<file path="src/design/hcvc_pkg.sv">
// Shared constants, codes and types of the half-space cut violation checker.
// Used by the interfaces and every module of the block; depends on nothing.
package hcvc_pkg;

  localparam int MAX_CUTS = 64;
  localparam int VEC_DIM  = 16;

  localparam int VAL_W     = 32;
  localparam int IDX_W     = 4;
  localparam int TYPE_W    = 2;
  localparam int HELD_W    = 7;
  localparam int ACC_W     = 64;
  localparam int FRAC_W    = 16;
  localparam int CNT_W     = $clog2(MAX_CUTS + 1);
  localparam int ROW_W     = (MAX_CUTS > 1) ? $clog2(MAX_CUTS) : 1;
  localparam int COL_W     = (VEC_DIM > 1) ? $clog2(VEC_DIM) : 1;
  localparam int ADDR_W    = ROW_W + COL_W;
  localparam int COEF_DEPTH = MAX_CUTS * VEC_DIM;

  typedef enum logic [TYPE_W-1:0] {
    REQ_COEF  = 2'd0,
    REQ_BOUND = 2'd1,
    REQ_QUERY = 2'd2
  } req_type_t;

  // Control that travels down the dot-product pipeline with each product.
  typedef struct packed {
    logic valid;
    logic first;
    logic row_end;
  } hcvc_pipe_t;

  // Signed add that clamps to the 64-bit range.
  function automatic logic signed [ACC_W-1:0] sat_add(
    input logic signed [ACC_W-1:0] a,
    input logic signed [ACC_W-1:0] b
  );
    logic signed [ACC_W:0] sum;
    logic signed [ACC_W-1:0] res;
    sum = {a[ACC_W-1], a} + {b[ACC_W-1], b};
    if (sum[ACC_W] != sum[ACC_W-1]) begin
      res = sum[ACC_W] ? {1'b1, {(ACC_W-1){1'b0}}} : {1'b0, {(ACC_W-1){1'b1}}};
    end else begin
      res = sum[ACC_W-1:0];
    end
    return res;
  endfunction

endpackage

</file>
<file path="src/design/hcvc_mac.sv">
// Shared multiply / saturating accumulate / bound compare unit.
// One product per cycle; flags a row whose sum exceeds its bound. Depends on hcvc_pkg.
module hcvc_mac
  import hcvc_pkg::*;
(
  input  logic                    clk,
  input  logic                    rst,
  input  hcvc_pipe_t              ctl,
  input  logic signed [VAL_W-1:0] coef,
  input  logic signed [VAL_W-1:0] qv,
  input  logic signed [VAL_W-1:0] bound,
  output logic                    hit,
  output logic                    busy
);

  hcvc_pipe_t              ctl_mul;
  hcvc_pipe_t              ctl_acc;
  logic signed [ACC_W-1:0] prod;
  logic signed [ACC_W-1:0] acc;
  logic signed [VAL_W-1:0] bound_mul;
  logic signed [VAL_W-1:0] bound_acc;
  logic signed [ACC_W-1:0] bound_ext;

  // Pipeline control
  always_ff @(posedge clk) begin
    if (rst) begin
      ctl_mul <= '0;
      ctl_acc <= '0;
    end else begin
      ctl_mul <= ctl;
      ctl_acc <= ctl_mul;
    end
  end

  // Multiply stage, then accumulate stage
  always_ff @(posedge clk) begin
    prod      <= ACC_W'(coef) * ACC_W'(qv);
    bound_mul <= bound;
    if (ctl_mul.valid) begin
      acc       <= ctl_mul.first ? prod : sat_add(acc, prod);
      bound_acc <= bound_mul;
    end
  end

  // Widen bound to Q48.16 and compare at row end
  assign bound_ext = {{(ACC_W-VAL_W-FRAC_W){bound_acc[VAL_W-1]}}, bound_acc, {FRAC_W{1'b0}}};
  assign hit  = ctl_acc.valid && ctl_acc.row_end && (acc > bound_ext);
  assign busy = ctl_mul.valid || ctl_acc.valid;

`ifndef NO_ASSERTIONS
  // A row always starts with a first-flagged product after the previous row end
  a_first_after_end: assert property (@(posedge clk) disable iff (rst)
    (ctl_mul.valid && ctl_mul.row_end && ctl.valid) |-> ctl.first)
    else $error("row did not restart after row end");
  // A hit only comes out of a valid row end
  a_hit_row_end: assert property (@(posedge clk) disable iff (rst)
    hit |-> $past(ctl_mul.valid && ctl_mul.row_end))
    else $error("hit without a finished row");
  // The accumulate stage takes each valid product in the cycle after the multiply stage
  a_stage_follow: assert property (@(posedge clk) disable iff (rst)
    ctl_mul.valid |=> ctl_acc.valid)
    else $error("pipeline stage lost");
`endif

endmodule

</file>
<file path="config.mk">
export PLATFORM = sky130hd
export DESIGN_NAME = hcvc_mac
export DESIGN_NICKNAME = d
export VERILOG_FILES = /design/src/design/hcvc_pkg.sv /design/src/design/hcvc_mac.sv
export SDC_FILE = /design/constraint.sdc
export NUM_CORES = 2
export LEC_CHECK = 0
export ABC_CLOCK_PERIOD_IN_PS = 25100
export BUFFER_PORTS_ARGS = -buffer_cell sky130_fd_sc_hd__buf_2
export CAP_MARGIN = 20
export CORE_MARGIN = 5
export CORE_UTILIZATION = 35
export DETAILED_ROUTE_END_ITERATION = 8
export GPL_ROUTABILITY_DRIVEN = 0
export SYNTH_ARGS = -nofsm -noshare
export SYNTH_HDL_FRONTEND = slang
export SYNTH_SLANG_ARGS = --single-unit
export TNS_END_PERCENT = 20
</file>
<file path="constraint.sdc">
create_clock -name clk -period 25.1 [get_ports clk]
set_input_delay 2.51 -clock clk [delete_from_list [all_inputs] [get_ports clk]]
set_output_delay 2.51 -clock clk [all_outputs]
set_load 0.02 [all_outputs]
</file>
==> metrics.md <==
| Metric | Value |
|---|---|
| Status | finished clean |
| CTS buffer count | 17 |
| FF+latch count, synth | between 150 and 200 |
| Synth Flop Type | dfxtp_1 |
| Hold Path Class | flip-flop to flip-flop |
| Nets | 6,374 |
| Critical register-to-register path startpoint | acc[0] |
| R2r endpoint | acc[60] |
| Routed Antenna Nets | 0 |
| Standard-cell rows | between 100 and 150 |
| Hold Path Sink | bound_acc[10] |
| Reg2reg setup slack | just over 20 ns |
| DR pass1 iterations | 5 |
| Remaining global-route overflow | 0 |
| Post-Syn Area | 47,100 um2 |
| Post-synth EDFFs | 96 |
| Fin crit share | between 40% and 50% |
| Syn_area_per_cell | about 9.4 um2 |
| Post-route minimum period | approximately 10 ns |
| Critical path class | input pin to flip-flop |
| Worst Skew | between 0.01 and 0.015 ns |
| # resized after CTS | 0 |
| Syn Inst Count | between 5,000 and 6,000 |
| Maximum clock rate | around 99 MHz |
| Worst-skew pair later-pin latency | between 0.4 and 0.5 ns |
| CTS sink count | about 200 |
| Min-delay src | bound_mul[10] |
| Worst Path Required | roughly 25 ns |
| WHS Path Cells | 0 |
| Total Routing Usage GR | roughly 18% |
| IO buf count | slightly above 100 |
| Antenna violations before repair | 13 |
| Headroom to the max-slew limit | between 30 and 40% |
| CP Launch Point | qv[5] |
| CTS root buf | clkbuf_16 |
| Synth warn | 0 |
| Fraction of final layout cells with drive strength greater than 1 | under 10% |
| Setup bufs post-CTS | 0 |
| Die Width | between 300 and 400 um |
| TNS Setup | 0 ns |
| Slew Limit Fails | 0 |
| Commonest non-fill, non-tap cells in the layout | fa_1 (1,083), inv_1 (1,030), nand2_1 (643) |
| Worst-margin pin slew | approximately 0.97 ns |
| DR iter-0 viols | 1,979 |
| Post-synthesis sequential area ratio | between 10% and 20% |
| CP Data Arrival Time | around 10 ns |
| RSZ-0062 raised after global routing | false |
| CTS tree | yes |
| Layout overhead on the synthesized area | 5.29% |
| Cell variety after synth | 76 |
| Syn Nets | 6,485 |
| Crit path max fanout | 32 |
| Initial core utilization | between 30% and 40% |
| Startpoint Class | input pin |
| Worst r2r path cells | 14 |
| Vias in the first global route | ~36,000 |
| Drt via density | approximately 4.9 |
| H-tree Lvls | 4 |
| Core area | approximately 130,000 um2 |
| Commonest non-fill, non-tap cell in the layout | fa_1 |
| Avg WL per Cell | 18.3 um |
| Residual DRC | 0 |
| Clk slew on worst S/H paths | ~0.070 ns |
| Worst setup EP type | flip-flop |
| Asr flop ratio synth | 0% |
| Maxcap violations | 0 |
| Ports | slightly above 100 |
| HPWL Detailed | between 90,000 and 100,000 um |
| Vias | 33,066 |
| Clock Path Buffers | 2 |
| Final Hold Violating Endpoints | 0 |
| Die H | around 380 um |
| Die Area | ~140,000 um2 |
| Hold-fix buffers at CTS | 0 |
| First-pass GRT wire length | 200,000 um |
| Largest net degree at the start of global routing | 78 |
| Final WL | between 100,000 and 150,000 um |
| Final Setup Violations | 0 |
[state kept, by name (all words and copies together) (netlist names)]
signal and count:
acc 64, bound_acc 32, bound_mul 32, ctl_acc 2
ctl_mul 3, prod 64
[layer usage]
| layer | vias to the layer above | routed length, um | share of wire [%] | global-route usage, % |
|---|---|---|---|---|
| li1 | 14891 | - | - | - |
| met1 | 17156 | 56600 | 46 | 25.2 |
| met2 | 893 | 57000 | 47 | 29.1 |
| met3 | 118 | 6990 | 5.7 | 2.18 |
| met4 | 8 | 1490 | 1.2 | 3.04 |
| met5 | - | 55 | 0.045 | 0 |
[worst max path at each step]
stage	slack, ns	cells past startpoint	end
6_report	15.01	26	prod[63]
5_1_grt	14.55	27	prod[61]
4_1_cts	15.03	26	prod[63]
3_5_place_dp	14.55	26	prod[63]
3_3_place_gp	14.65	26	prod[63]
2_1_floorplan	15.23	24	prod[63]
[worst max-delay path, cell delays in order]
cell      delay [ns]
buf_2           0.64
nand2_1         0.28
inv_1           0.15
fa_1            0.41
inv_1           0.24
fa_1            0.46
inv_1           0.22
fa_1            0.49
inv_1           0.09
fa_1            0.52
inv_1           0.51
fa_1            0.55
fa_1            0.54
inv_1           0.05
fa_1            0.45
fa_1            0.51
inv_1           0.05
ha_1            0.34
a21o_1          0.21
a21o_1          0.18
a21oi_1         0.25
nand2_1         0.09
a21boi_0        0.21
nor2_1          0.07
a211oi_1        0.28
xnor2_1         0.15
[cells by family after synthesis]
kind of cell,after synthesis,share of synthesized area [%]
and+or+nand+nor,1480,15.7
adders and majority gates,1380,53.9
buffers and inverters,1276,10.2
AOI/OAI and AO/OA,542,7.24
DFF,197,10.4
xor gates and xnor gates,128,2.38
muxes,2,0.0452
[synth_stat cells, types with 11 or more instances]
cell type  instances  area share, %
nand2_1          644            5.1
o21bai_1          25           0.40
edfxtp_1          96            6.1
inv_1           1030            8.2
clkbuf_1         231            1.8
nand4_1           32           0.43
a21oi_1          199            2.1
nor2b_1           68           0.90
and2_1           510            6.8
xor2_1            40           0.74
a21o_1            87            1.4
ha_1             296            7.9
xnor2_1           88            1.6
o21ai_0           92           0.98
a31oi_1           21           0.28
nand2b_1          31           0.41
nor3_1            21           0.22
nand3_1           37           0.39
nor2_1            81           0.65
fa_1            1083             46
dfxtp_1          101            4.3
buf_2             11           0.12
o21a_1            15           0.24
and3_1            17           0.23
o21ai_1           11           0.12
o211ai_1          11           0.18
[stage by stage]
stage	util, %	instance area (um2)	hold WS, ns	cells	worst slack (ns)
finish	37.1	49600	0.407	6687	15.01
global placement	36.6	49000	0.389	6643	14.65
floorplan	-	47100	0.386	5005	15.23
detailed placement	36.6	49000	0.389	6643	14.55
CTS	37.1	49500	0.409	6675	15.03
global route	37.1	49600	0.412	6677	14.55
[area by class of cell]
cell class	count	area, um2
diodes	12	30.0
clock buffers	19	443
clock inverters	13	129
fillers	13399	84100
inverters	1030	3870
multi-input cells	3532	37400
flip-flops and latches	197	4910
well taps	1768	2210
repair buffers	116	616
Power is left out: the tool's default activity adds up to more than one toggle a clock period on the data nets, which glitch-free logic cannot reach.
